==> src/rtl/smoothed_peak_rate_counter_top_assert.svh <==
// Assertion macros shared by the smoothed peak rate counter modules.
// Both sample on clk and are disabled while rst_n is low.
`ifndef SMOOTHED_PEAK_RATE_COUNTER_TOP_ASSERT_SVH
`define SMOOTHED_PEAK_RATE_COUNTER_TOP_ASSERT_SVH

// Consequent must hold in the same cycle as the antecedent.
`define SPR_ASSERT_NOW(label, ante, cons) \
    label: assert property (@(posedge clk) disable iff (!rst_n) (ante) |-> (cons)) \
        else $error("smoothed peak rate counter: assertion failed");

// Consequent must hold in the cycle after the antecedent.
`define SPR_ASSERT_NEXT(label, ante, cons) \
    label: assert property (@(posedge clk) disable iff (!rst_n) (ante) |=> (cons)) \
        else $error("smoothed peak rate counter: assertion failed");

`endif

==> src/rtl/spr_pkg.sv <==
`timescale 1ns / 1ps

package spr_pkg;

    // Parameter defaults
    localparam int MAX_WINDOW_DEF = 8;
    localparam int MAX_RECORD_DEF = 65535;

    // Field widths
    localparam int SAMPLE_W   = 16;
    localparam int WIN_CFG_W  = 4;
    localparam int THR_W      = 16;
    localparam int REFR_W     = 10;
    localparam int RATE_HZ_W  = 12;
    localparam int PEAKS_W    = 16;
    localparam int RATE_W     = 24;
    localparam int CFG_IDX_W  = 2;
    localparam int CFG_DATA_W = 16;
    localparam int IN_TDATA_W  = 16;
    localparam int OUT_TDATA_W = 64;

    // Rate scaling: hundredths of bpm per peak per hertz
    localparam int CENTI_BPM_SCALE = 6000;
    localparam int SCALE_W  = 13;
    localparam int SCALED_W = RATE_HZ_W + SCALE_W;
    localparam int NUM_W    = PEAKS_W + SCALED_W;

    // Offset that maps a signed sample onto an unsigned value
    localparam int SAMPLE_OFFSET = 32768;

    localparam logic [PEAKS_W-1:0] PEAKS_MAX = '1;
    localparam logic [RATE_W-1:0]  RATE_MAX  = '1;

    // Register reset values
    localparam logic [WIN_CFG_W-1:0]    WIN_RST  = 4'd8;
    localparam logic signed [THR_W-1:0] THR_RST  = 16'sd1638;
    localparam logic [REFR_W-1:0]       REFR_RST = 10'd100;
    localparam logic [RATE_HZ_W-1:0]    RATE_RST = 12'd250;

    // Configuration register indexes
    typedef enum logic [CFG_IDX_W-1:0] {
        CFG_WINDOW_LENGTH  = 2'd0,
        CFG_PEAK_THRESHOLD = 2'd1,
        CFG_REFRACTORY     = 2'd2,
        CFG_SAMPLE_RATE    = 2'd3
    } cfg_idx_t;

    typedef struct packed {
        logic [WIN_CFG_W-1:0]    window_length;
        logic signed [THR_W-1:0] peak_threshold;
        logic [REFR_W-1:0]       refractory_samples;
        logic [RATE_HZ_W-1:0]    sample_rate_hz;
    } cfg_t;

    // Controller states
    typedef enum logic [2:0] {
        ST_IDLE,
        ST_SUM,
        ST_MUL,
        ST_FIX,
        ST_RMUL,
        ST_RPROD,
        ST_RDIV,
        ST_OUT
    } state_t;

    // Controller to datapath commands
    typedef struct packed {
        logic load;
        logic sum;
        logic mul;
        logic fix;
        logic rmul;
        logic div_start;
        logic out_load;
    } cmd_t;

    // Datapath to controller status
    typedef struct packed {
        logic last;
        logic div_done;
        logic out_free;
    } status_t;

endpackage

==> src/rtl/smoothed_peak_rate_counter_top.sv <==
// Flow: an accepted sample passes the controller states SUM, MUL and FIX (sum, multiply,
// correct), and its result is loaded into the output register in OUT; a record's last
// sample also runs the rate multiply and divide (RMUL, RPROD, RDIV) before OUT. OUT waits
// while the output register is still full, and a new sample is accepted only in IDLE.
// Reset (rst_n low, asynchronous): registers return to their defaults, record
// state and the output valid flag are cleared; the block is ready at once.
`timescale 1ns / 1ps

module smoothed_peak_rate_counter_top #(
    parameter int MAX_WINDOW = spr_pkg::MAX_WINDOW_DEF,
    parameter int MAX_RECORD = spr_pkg::MAX_RECORD_DEF
) (
    input  logic                                clk,
    input  logic                                rst_n,
    // Configuration write port
    input  logic                                cfg_we,
    input  logic [spr_pkg::CFG_IDX_W-1:0]       cfg_index,
    input  logic [spr_pkg::CFG_DATA_W-1:0]      cfg_data,
    // Sample stream
    input  logic                                s_axis_tvalid,
    output logic                                s_axis_tready,
    input  logic [spr_pkg::IN_TDATA_W-1:0]      s_axis_tdata,   // [15:0] sample
    input  logic                                s_axis_tlast,   // last_sample
    // Result stream
    output logic                                m_axis_tvalid,
    input  logic                                m_axis_tready,
    output logic [spr_pkg::OUT_TDATA_W-1:0]     m_axis_tdata,   // [15:0] smoothed,
                                                                // [16] peak_found,
                                                                // [32:17] peak_count,
                                                                // [56:33] rate_centi_bpm,
                                                                // [63:57] zero
    output logic                                m_axis_tlast    // record_end
);

    localparam int USED_W = 2 * spr_pkg::SAMPLE_W + 1 + spr_pkg::RATE_W;

    spr_pkg::cfg_t    cfg;
    spr_pkg::cmd_t    cmd;
    spr_pkg::status_t status;

    logic signed [spr_pkg::SAMPLE_W-1:0] smoothed;
    logic                                peak_found;
    logic [spr_pkg::PEAKS_W-1:0]         peak_count;
    logic [spr_pkg::RATE_W-1:0]          rate_centi_bpm;

    spr_cfg u_cfg (
        .clk       (clk),
        .rst_n     (rst_n),
        .cfg_we    (cfg_we),
        .cfg_index (cfg_index),
        .cfg_data  (cfg_data),
        .cfg       (cfg)
    );

    spr_ctrl u_ctrl (
        .clk      (clk),
        .rst_n    (rst_n),
        .in_valid (s_axis_tvalid),
        .in_ready (s_axis_tready),
        .status   (status),
        .cmd      (cmd)
    );

    spr_dp #(
        .MAX_WINDOW (MAX_WINDOW),
        .MAX_RECORD (MAX_RECORD)
    ) u_dp (
        .clk            (clk),
        .rst_n          (rst_n),
        .cmd            (cmd),
        .status         (status),
        .cfg            (cfg),
        .sample         (signed'(s_axis_tdata[spr_pkg::SAMPLE_W-1:0])),
        .last_sample    (s_axis_tlast),
        .out_ready      (m_axis_tready),
        .out_valid      (m_axis_tvalid),
        .smoothed       (smoothed),
        .peak_found     (peak_found),
        .peak_count     (peak_count),
        .rate_centi_bpm (rate_centi_bpm),
        .record_end     (m_axis_tlast)
    );

    // Result packing, first field in the low bits
    assign m_axis_tdata = {{(spr_pkg::OUT_TDATA_W - USED_W){1'b0}},
                           rate_centi_bpm, peak_count, peak_found, smoothed};

endmodule

==> src/rtl/spr_cfg.sv <==
`timescale 1ns / 1ps

module spr_cfg (
    input  logic                               clk,
    input  logic                               rst_n,
    input  logic                               cfg_we,
    input  logic [spr_pkg::CFG_IDX_W-1:0]      cfg_index,
    input  logic [spr_pkg::CFG_DATA_W-1:0]     cfg_data,
    output spr_pkg::cfg_t                      cfg
);

    spr_pkg::cfg_t cfg_reg;
    spr_pkg::cfg_t cfg_next;

    // Register write decode
    always_comb
    begin
        cfg_next = cfg_reg;
        if (cfg_we)
        begin
            case (spr_pkg::cfg_idx_t'(cfg_index))
                spr_pkg::CFG_WINDOW_LENGTH:
                    cfg_next.window_length = cfg_data[spr_pkg::WIN_CFG_W-1:0];
                spr_pkg::CFG_PEAK_THRESHOLD:
                    cfg_next.peak_threshold = signed'(cfg_data[spr_pkg::THR_W-1:0]);
                spr_pkg::CFG_REFRACTORY:
                    cfg_next.refractory_samples = cfg_data[spr_pkg::REFR_W-1:0];
                spr_pkg::CFG_SAMPLE_RATE:
                    cfg_next.sample_rate_hz = cfg_data[spr_pkg::RATE_HZ_W-1:0];
                default:
                    cfg_next = cfg_reg;
            endcase
        end
    end

    always_ff @(posedge clk or negedge rst_n)
    begin
        if (!rst_n)
        begin
            cfg_reg.window_length      <= spr_pkg::WIN_RST;
            cfg_reg.peak_threshold     <= spr_pkg::THR_RST;
            cfg_reg.refractory_samples <= spr_pkg::REFR_RST;
            cfg_reg.sample_rate_hz     <= spr_pkg::RATE_RST;
        end
        else
        begin
            cfg_reg <= cfg_next;
        end
    end

    assign cfg = cfg_reg;

endmodule

==> src/rtl/spr_div.sv <==
`timescale 1ns / 1ps

// Restoring divider, one quotient bit per cycle, MSB first.
module spr_div #(
    parameter int NUM_W = spr_pkg::NUM_W,
    parameter int DEN_W = 16
) (
    input  logic             clk,
    input  logic             rst_n,
    input  logic             start,
    input  logic [NUM_W-1:0] num,
    input  logic [DEN_W-1:0] den,
    output logic [NUM_W-1:0] quo,
    output logic             done
);

    localparam int CNT_W = (NUM_W > 1) ? $clog2(NUM_W) : 1;

    logic             busy_reg,  busy_next;
    logic             done_reg,  done_next;
    logic [CNT_W-1:0] cnt_reg,   cnt_next;
    logic [NUM_W-1:0] quo_reg,   quo_next;
    logic [DEN_W-1:0] rem_reg,   rem_next;
    logic [DEN_W-1:0] den_reg,   den_next;
    logic [DEN_W:0]   trial;
    logic             ge;

    // One shift-subtract step
    always_comb
    begin
        trial = {rem_reg, quo_reg[NUM_W-1]};
        ge    = (trial >= {1'b0, den_reg});
    end

    always_comb
    begin
        busy_next = busy_reg;
        done_next = 1'b0;
        cnt_next  = cnt_reg;
        quo_next  = quo_reg;
        rem_next  = rem_reg;
        den_next  = den_reg;
        if (start)
        begin
            busy_next = 1'b1;
            cnt_next  = CNT_W'(NUM_W - 1);
            quo_next  = num;
            rem_next  = '0;
            den_next  = den;
        end
        else if (busy_reg)
        begin
            quo_next = {quo_reg[NUM_W-2:0], ge};
            rem_next = ge ? DEN_W'(trial - {1'b0, den_reg}) : trial[DEN_W-1:0];
            cnt_next = cnt_reg - 1'b1;
            if (cnt_reg == '0)
            begin
                busy_next = 1'b0;
                done_next = 1'b1;
            end
        end
    end

    // Control flops
    always_ff @(posedge clk or negedge rst_n)
    begin
        if (!rst_n)
        begin
            busy_reg <= 1'b0;
            done_reg <= 1'b0;
            cnt_reg  <= '0;
        end
        else
        begin
            busy_reg <= busy_next;
            done_reg <= done_next;
            cnt_reg  <= cnt_next;
        end
    end

    // Operand flops
    always_ff @(posedge clk)
    begin
        quo_reg <= quo_next;
        rem_reg <= rem_next;
        den_reg <= den_next;
    end

    assign quo  = quo_reg;
    assign done = done_reg;

endmodule

==> src/rtl/spr_dp.sv <==
`timescale 1ns / 1ps
`include "smoothed_peak_rate_counter_top_assert.svh"

module spr_dp #(
    parameter int MAX_WINDOW = spr_pkg::MAX_WINDOW_DEF,
    parameter int MAX_RECORD = spr_pkg::MAX_RECORD_DEF
) (
    input  logic                                 clk,
    input  logic                                 rst_n,
    input  spr_pkg::cmd_t                        cmd,
    output spr_pkg::status_t                     status,
    input  spr_pkg::cfg_t                        cfg,
    input  logic signed [spr_pkg::SAMPLE_W-1:0]  sample,
    input  logic                                 last_sample,
    input  logic                                 out_ready,
    output logic                                 out_valid,
    output logic signed [spr_pkg::SAMPLE_W-1:0]  smoothed,
    output logic                                 peak_found,
    output logic [spr_pkg::PEAKS_W-1:0]          peak_count,
    output logic [spr_pkg::RATE_W-1:0]           rate_centi_bpm,
    output logic                                 record_end
);

    localparam int SW   = spr_pkg::SAMPLE_W;
    localparam int CW   = $clog2(MAX_WINDOW + 1);
    localparam int IW   = $clog2(MAX_RECORD + 1);
    localparam int UW   = SW + CW;
    localparam int SUMW = UW + 1;
    localparam int RW   = UW + 1;
    localparam int PW   = UW + RW;
    localparam int QW   = SW + 1;
    localparam int NW   = spr_pkg::NUM_W;
    localparam int RTW  = spr_pkg::RATE_W;

    // Record state
    logic signed [SW-1:0]           hist_reg [MAX_WINDOW];
    logic [IW-1:0]                  idx_reg,   idx_next;
    logic signed [SW-1:0]           prev0_reg, prev0_next;
    logic signed [SW-1:0]           prev1_reg, prev1_next;
    logic [spr_pkg::REFR_W-1:0]     refr_reg,  refr_next;
    logic [spr_pkg::PEAKS_W-1:0]    peaks_reg, peaks_next;
    logic                           last_reg;

    // Per-item working registers
    logic [CW-1:0]                  cnt_reg;
    logic [UW-1:0]                  u_reg;
    logic [RW-1:0]                  recip_reg;
    logic [PW-1:0]                  prod_reg;
    logic signed [SW-1:0]           sm_reg;
    logic                           peak_reg;
    logic [spr_pkg::SCALED_W-1:0]   scaled_reg;

    // Output register
    logic                           out_valid_reg;
    logic signed [SW-1:0]           out_sm_reg;
    logic                           out_peak_reg;
    logic [spr_pkg::PEAKS_W-1:0]    out_count_reg;
    logic [RTW-1:0]                 out_rate_reg;
    logic                           out_last_reg;

    logic [CW-1:0]                  win;
    logic [CW-1:0]                  cnt_next;
    logic signed [SUMW-1:0]         sum_acc;
    logic [UW-1:0]                  u_next;
    logic [RW-1:0]                  recip_tab [MAX_WINDOW + 1];
    logic [QW-1:0]                  q_est;
    logic [UW:0]                    qc;
    logic [UW:0]                    rem_w;
    logic [QW-1:0]                  q_fix;
    logic signed [SW-1:0]           sm_new;
    logic signed [SW-1:0]           thr;
    logic                           cand;
    logic                           peak_hit;
    logic [NW-1:0]                  num_a;
    logic [NW-1:0]                  num_b;
    logic [NW-1:0]                  div_quo;
    logic                           div_done;
    logic                           rate_ok;
    logic [RTW-1:0]                 rate_sat;

    // Reciprocal table, floor(2^UW / c)
    assign recip_tab[0] = '0;
    for (genvar g = 1; g <= MAX_WINDOW; g++)
    begin : g_recip
        localparam logic [RW-1:0] RECIP_VAL = RW'((64'd1 << UW) / g);
        assign recip_tab[g] = RECIP_VAL;
    end

    // Effective window and averaging count
    always_comb
    begin
        if (cfg.window_length == '0)
            win = CW'(1);
        else if (int'(cfg.window_length) > MAX_WINDOW)
            win = CW'(MAX_WINDOW);
        else
            win = CW'(cfg.window_length);
        if (int'(idx_reg) < int'(win))
            cnt_next = CW'(int'(idx_reg) + 1);
        else
            cnt_next = win;
    end

    // Masked window sum, offset to a non-negative value
    always_comb
    begin
        sum_acc = '0;
        for (int k = 0; k < MAX_WINDOW; k++)
        begin
            if (k < int'(cnt_reg))
                sum_acc = sum_acc + SUMW'(hist_reg[k]);
        end
        u_next = UW'(sum_acc + (SUMW'(cnt_reg) << (SW - 1)));
    end

    // Quotient correction and back to signed
    always_comb
    begin
        q_est  = prod_reg[UW +: QW];
        qc     = (UW + 1)'(q_est) * (UW + 1)'(cnt_reg);
        rem_w  = {1'b0, u_reg} - qc;
        q_fix  = q_est + QW'(rem_w >= (UW + 1)'(cnt_reg));
        sm_new = signed'(SW'(q_fix - QW'(spr_pkg::SAMPLE_OFFSET)));
    end

    // Peak candidate test
    always_comb
    begin
        thr        = cfg.peak_threshold;
        cand       = (idx_reg >= IW'(2));
        peak_hit   = 1'b0;
        refr_next  = refr_reg;
        peaks_next = peaks_reg;
        if (cand)
        begin
            if (refr_reg != '0)
            begin
                refr_next = refr_reg - 1'b1;
            end
            else if ((prev0_reg > prev1_reg) && (prev0_reg > sm_new) && (prev0_reg > thr))
            begin
                peak_hit  = 1'b1;
                refr_next = cfg.refractory_samples;
                if (peaks_reg != spr_pkg::PEAKS_MAX)
                    peaks_next = peaks_reg + 1'b1;
            end
        end
        prev1_next = prev0_reg;
        prev0_next = sm_new;
        idx_next   = (int'(idx_reg) < MAX_RECORD) ? idx_reg + 1'b1 : idx_reg;
    end

    // Rate numerator operands
    assign num_a = NW'(peaks_reg);
    assign num_b = NW'(scaled_reg);

    spr_div #(
        .NUM_W (NW),
        .DEN_W (IW)
    ) u_div (
        .clk   (clk),
        .rst_n (rst_n),
        .start (cmd.div_start),
        .num   (num_a * num_b),
        .den   (idx_reg),
        .quo   (div_quo),
        .done  (div_done)
    );

    // Rate result with short-record and overflow handling
    always_comb
    begin
        rate_ok  = (idx_reg >= IW'(3)) && (cfg.sample_rate_hz != '0);
        rate_sat = (div_quo[NW-1:RTW] != '0) ? spr_pkg::RATE_MAX : div_quo[RTW-1:0];
    end

    // Record state, cleared when the last sample's result is loaded into the output register
    always_ff @(posedge clk or negedge rst_n)
    begin
        if (!rst_n)
        begin
            for (int k = 0; k < MAX_WINDOW; k++)
                hist_reg[k] <= '0;
            idx_reg   <= '0;
            prev0_reg <= '0;
            prev1_reg <= '0;
            refr_reg  <= '0;
            peaks_reg <= '0;
            last_reg  <= 1'b0;
        end
        else
        begin
            if (cmd.load)
            begin
                for (int k = MAX_WINDOW - 1; k > 0; k--)
                    hist_reg[k] <= hist_reg[k-1];
                hist_reg[0] <= sample;
                last_reg    <= last_sample;
            end
            if (cmd.fix)
            begin
                idx_reg   <= idx_next;
                prev0_reg <= prev0_next;
                prev1_reg <= prev1_next;
                refr_reg  <= refr_next;
                peaks_reg <= peaks_next;
            end
            if (cmd.out_load && last_reg)
            begin
                for (int k = 0; k < MAX_WINDOW; k++)
                    hist_reg[k] <= '0;
                idx_reg   <= '0;
                prev0_reg <= '0;
                prev1_reg <= '0;
                refr_reg  <= '0;
                peaks_reg <= '0;
            end
        end
    end

    // Arithmetic pipeline registers
    always_ff @(posedge clk)
    begin
        if (cmd.load)
            cnt_reg <= cnt_next;
        if (cmd.sum)
        begin
            u_reg     <= u_next;
            recip_reg <= recip_tab[cnt_reg];
        end
        if (cmd.mul)
            prod_reg <= u_reg * recip_reg;
        if (cmd.fix)
        begin
            sm_reg   <= sm_new;
            peak_reg <= peak_hit;
        end
        if (cmd.rmul)
            scaled_reg <= spr_pkg::SCALED_W'(cfg.sample_rate_hz)
                          * spr_pkg::SCALED_W'(spr_pkg::CENTI_BPM_SCALE);
    end

    // Output register valid
    always_ff @(posedge clk or negedge rst_n)
    begin
        if (!rst_n)
            out_valid_reg <= 1'b0;
        else if (cmd.out_load)
            out_valid_reg <= 1'b1;
        else if (out_ready)
            out_valid_reg <= 1'b0;
    end

    // Output register payload
    always_ff @(posedge clk)
    begin
        if (cmd.out_load)
        begin
            out_sm_reg    <= sm_reg;
            out_peak_reg  <= peak_reg;
            out_count_reg <= peaks_reg;
            out_rate_reg  <= (last_reg && rate_ok) ? rate_sat : '0;
            out_last_reg  <= last_reg;
        end
    end

    always_comb
    begin
        status.last     = last_reg;
        status.div_done = div_done;
        status.out_free = !out_valid_reg || out_ready;
    end

    assign out_valid      = out_valid_reg;
    assign smoothed       = out_sm_reg;
    assign peak_found     = out_peak_reg;
    assign peak_count     = out_count_reg;
    assign rate_centi_bpm = out_rate_reg;
    assign record_end     = out_last_reg;

    // Checks
    `SPR_ASSERT_NEXT(a_refr_countdown, cmd.fix && (idx_reg >= IW'(2)) && (refr_reg != '0), refr_reg == $past(refr_reg) - 1'b1)
    `SPR_ASSERT_NOW(a_peak_counted, out_valid_reg && out_peak_reg, out_count_reg != '0)
    `SPR_ASSERT_NOW(a_rate_on_end, out_valid_reg && (out_rate_reg != '0), out_last_reg)

endmodule

==> src/rtl/spr_ctrl.sv <==
`timescale 1ns / 1ps
`include "smoothed_peak_rate_counter_top_assert.svh"

module spr_ctrl (
    input  logic              clk,
    input  logic              rst_n,
    input  logic              in_valid,
    output logic              in_ready,
    input  spr_pkg::status_t  status,
    output spr_pkg::cmd_t     cmd
);

    spr_pkg::state_t state_reg;
    spr_pkg::state_t state_next;

    // Next state
    always_comb
    begin
        state_next = state_reg;
        case (state_reg)
            spr_pkg::ST_IDLE:
                if (in_valid)
                    state_next = spr_pkg::ST_SUM;
            spr_pkg::ST_SUM:
                state_next = spr_pkg::ST_MUL;
            spr_pkg::ST_MUL:
                state_next = spr_pkg::ST_FIX;
            spr_pkg::ST_FIX:
                state_next = status.last ? spr_pkg::ST_RMUL : spr_pkg::ST_OUT;
            spr_pkg::ST_RMUL:
                state_next = spr_pkg::ST_RPROD;
            spr_pkg::ST_RPROD:
                state_next = spr_pkg::ST_RDIV;
            spr_pkg::ST_RDIV:
                if (status.div_done)
                    state_next = spr_pkg::ST_OUT;
            spr_pkg::ST_OUT:
                if (status.out_free)
                    state_next = spr_pkg::ST_IDLE;
            default:
                state_next = spr_pkg::ST_IDLE;
        endcase
    end

    // Outputs
    always_comb
    begin
        cmd      = '0;
        in_ready = 1'b0;
        case (state_reg)
            spr_pkg::ST_IDLE:
            begin
                in_ready = 1'b1;
                cmd.load = in_valid;
            end
            spr_pkg::ST_SUM:   cmd.sum       = 1'b1;
            spr_pkg::ST_MUL:   cmd.mul       = 1'b1;
            spr_pkg::ST_FIX:   cmd.fix       = 1'b1;
            spr_pkg::ST_RMUL:  cmd.rmul      = 1'b1;
            spr_pkg::ST_RPROD: cmd.div_start = 1'b1;
            spr_pkg::ST_RDIV:  cmd           = '0;
            spr_pkg::ST_OUT:   cmd.out_load  = status.out_free;
            default:           cmd           = '0;
        endcase
    end

    always_ff @(posedge clk or negedge rst_n)
    begin
        if (!rst_n)
            state_reg <= spr_pkg::ST_IDLE;
        else
            state_reg <= state_next;
    end

    // Checks
    `SPR_ASSERT_NOW(a_cmd_single, 1'b1, $onehot0(cmd))
    `SPR_ASSERT_NEXT(a_load_then_sum, cmd.load, cmd.sum)
    `SPR_ASSERT_NOW(a_div_only_last, cmd.div_start, status.last)
    `SPR_ASSERT_NOW(a_done_in_wait, status.div_done, state_reg == spr_pkg::ST_RDIV)

endmodule

==> config.mk <==
export PLATFORM = sky130hd
export DESIGN_NAME = smoothed_peak_rate_counter_top
export DESIGN_NICKNAME = d
export VERILOG_FILES = /design/src/rtl/spr_pkg.sv /design/src/rtl/smoothed_peak_rate_counter_top.sv /design/src/rtl/spr_cfg.sv /design/src/rtl/spr_div.sv /design/src/rtl/spr_dp.sv /design/src/rtl/spr_ctrl.sv
export VERILOG_INCLUDE_DIRS = /design/src /design/src/rtl
export SDC_FILE = /design/constraint.sdc
export NUM_CORES = 2
export LEC_CHECK = 0
export BUFFER_PORTS_ARGS = -buffer_cell sky130_fd_sc_hd__clkbuf_2
export CAP_MARGIN = 0
export CORE_MARGIN = 2
export CORE_UTILIZATION = 52
export DETAILED_ROUTE_END_ITERATION = 6
export PLACE_DENSITY = 0.74
export RECOVER_POWER = 100
export SYNTH_ARGS = -nofsm -noshare
export SYNTH_HDL_FRONTEND = slang
export SYNTH_SLANG_ARGS = --single-unit
==> constraint.sdc <==
create_clock -name clk -period 16.7 [get_ports clk]
set_input_delay 2.505 -clock clk [delete_from_list [all_inputs] [get_ports clk]]
set_output_delay 2.505 -clock clk [all_outputs]
set_load 0.01 [all_outputs]
==> metrics.cfg <==
[synthesis]
synthTopCellsByCount = inv_1 (963), nand2_1 (883), fa_1 (683)
ys_seq_elements = 479
synth.cell_area_um2 = 55800
yosysTopAreaCellShare = 0.245
async_flop_share = 0.537
yosys_most_used_dff = dfrtp_1
syn_area_per_cell_um2 = 9.19
postSynthCellCount = 6078
ys_seq_area_frac = 0.232
yosys.area_share.simple = 0.152
ys_types = 83
synth_top_family_by_area = adder cells
yosys.area_share.xor_xnor = 0.0347
yosys.area.top_type = fa_1
synth_most_common_cell = inv_1
synth_edf_count = 206
synth_compound_gate_area_share = 0.115
yosysWarningCount = 0
synth_adder_area_share = 0.366
synthMuxAreaShare = 0.0176
synthTopCellsByArea = fa_1 (24%), ha_1 (12%), edfxtp_1 (11%), dfrtp_1 (11%), inv_1 (6.5%)

[timing]
fmax_mhz = 71.3
tightestPinTransition_ns = 4.42
fin_crit_sh = 0.840
fin_tns_setup_ns = 0
min_period_ns = 14.03
drv_slew = 938
maxSlewHeadroom = -1.95
rsz0062_at_grt = false
setup_viol = 0
hold_viol_final = 0
finClkSkew_ns = 0.0475
fin_hold_ws_ns = 0.424

[worst_setup_path]
required_ns = 17.09
path_delay_family = compound AO/OA/AOI/OAI gates
r2r_setup_slack_ns = 2.67
r2r_cells = 69
cpPeakStageDelay_ns = 0.51
reg2reg_to = u_dp.u_reg[19]
cp-start-kind = register
critPathKind = register to register
cp_slowest_cell = a211oi_1
path_buf_inv = 5
r2r-start = u_dp.cnt_reg[1]
critPathArrivalTime_ns = 14.42
worstSetupEndpointType = register
path_max_fanout = 25

[cts]
cts_sinks = 479
path_clk_slew_ns = 0.06
cts_buffers = 52
clk_path_buf_depth = 3
cts_tree = yes
clk_latency_ns = 0.65
hold_buffers = 0
post_cts_resized = 0
cts.htree.levels = 2
root_buffer = clkbuf_16
postCtsSetupRepairBufs = 0

[worst_hold_path]
min_from = u_dp.sm_reg[8]
hold_class = register to register
hold_path_depth = 0
hold_end = u_dp.smoothed[8]

[final_layout]
nNetsFinal = 7313
fillers = 9410
drive_gt1_frac = 0.0409
largest_reg_flops = 128
n_antenna_cell = 0
multiInputGateArea_um2 = 38300
regArea_um2 = 13000
fin_util = 0.555
areaGrowthSynthToFinish_pct = 6.02

[floorplanning]
ios = 107
die_w_um = 332
coreArea_um2 = 107000
initial_utilization = 0.523
rows = 120
dieHeight_um = 332
dieArea_um2 = 110000

[detailed_routing]
viasPerCell = 5.72
wl_per_cell_um = 19.5
drcViolationCount = 5
ant_nets = 0
drt-total-wl_um = 146000
via_count = 42860
drtPass1Iterations = 7
drt_iter0_drc = 3644

[placement]
port_buffers = 99
hpwlAfterDp_um = 111000
gp_routability_congestion = 0.928

[global_route]
grt_max_degree = 92
grt_pass1_wl_um = 238000
first_global_vias = 43804
grtUsageTotal = 0.270
grt-ovfl-total = 0
antenna_found_initial = 2

[run_status]
status = finished with violations
violations = DRC, capacitance limit, slew limit

[job]
cap_violations = 20

cell families (layout without fill, tap and decap cells):
logic type,count (synthesis),after routing
AO/OA/AOI/OAI,1027,1027
XOR/XNOR,221,221
adder cells (fa/ha/maj),1224,1224
buffers and inverters,1214,1223
flip-flops,479,479
multiplexers,90,90
other,1,7
AND/OR/NAND/NOR,1822,1822
worst max path at each step:
stage,start,to,slack (ns),cells after the start
finish,u_dp.cnt_reg[1],u_dp.u_reg[19],2.67,69
global route,u_dp.cnt_reg[1],u_dp.u_reg[19],1.27,71
CTS,u_dp.cnt_reg[1],u_dp.u_reg[19],2.92,67
detailed placement,u_dp.cnt_reg[1],u_dp.u_reg[19],3.02,67
global placement,u_dp.cnt_reg[1],u_dp.u_reg[19],3.15,65
floorplan,u_dp.cnt_reg[1],u_dp.u_reg[19],4.22,68
cell type report:
type / instances / area share
Clock buffer: 63 / 0.0237
Clock inverter: 34 / 0.00638
Timing Repair Buffer: 160 / 0.0126
Tap cell: 1403 / 0.0297
Inverter: 966 / 0.0613
Multi-Input combinational cell: 4391 / 0.647
Sequential cell: 479 / 0.219
layer usage:
layer / wire, um / track usage / share of wire
met5: 11 / 0 / 0.000075
met4: 5060 / 0.0887 / 0.035
met3: 10500 / 0.0433 / 0.072
met2: 67300 / 0.436 / 0.46
met1: 63500 / 0.374 / 0.43
per-stage QoR:
step	instance area (um^2)	cells	setup slack (ns)
6_report	59200	7496	2.67
5_1_grt	59200	7496	1.27
4_1_cts	59400	7496	2.92
3_5_place_dp	57600	7399	3.02
3_3_place_gp	57600	7399	3.15
2_1_floorplan	55900	6084	4.22
layout by cell type (no fill, tap or decap), types with 27 or more instances in the layout:
| cell | netlist | layout |
|---|---|---|
| a31oi_1 | 27 | 27 |
| o21ai_0 | 206 | 212 |
| o21a_1 | 63 | 63 |
| buf_4 | 8 | 28 |
| ha_1 | 540 | 540 |
| nand4_1 | 34 | 34 |
| a21oi_1 | 341 | 340 |
| a211oi_1 | 32 | 32 |
| mux2_2 | 65 | 61 |
| xnor2_1 | 140 | 140 |
| dfrtp_1 | 241 | 241 |
| nand2_1 | 883 | 883 |
| nor3_1 | 60 | 59 |
| nand2b_1 | 49 | 49 |
| clkbuf_16 | 0 | 53 |
| edfxtp_1 | 206 | 206 |
| nand3_1 | 103 | 103 |
| nor2_1 | 227 | 226 |
| xor2_1 | 81 | 81 |
| clkbuf_2 | 0 | 34 |
| a21o_1 | 91 | 91 |
| inv_1 | 963 | 961 |
| clkbuf_1 | 227 | 104 |
| o21bai_1 | 38 | 38 |
| and2_1 | 321 | 312 |
| fa_1 | 683 | 683 |
| o31ai_1 | 44 | 44 |
worst reg2reg max path, delay by kind of cell (launching register included):
kind | cells | cell delay (ns)
buf+inv | 5 | 0.85
mux | 1 | 0.37
compound gates | 26 | 5.49
simple gates | 20 | 2.19
flops | 1 | 0.32
fa+ha+maj | 10 | 3.52
xor+xnor | 7 | 0.97
Power is left out: the tool's default activity adds up to more than one toggle a clock period on the data nets, which glitch-free logic cannot reach.
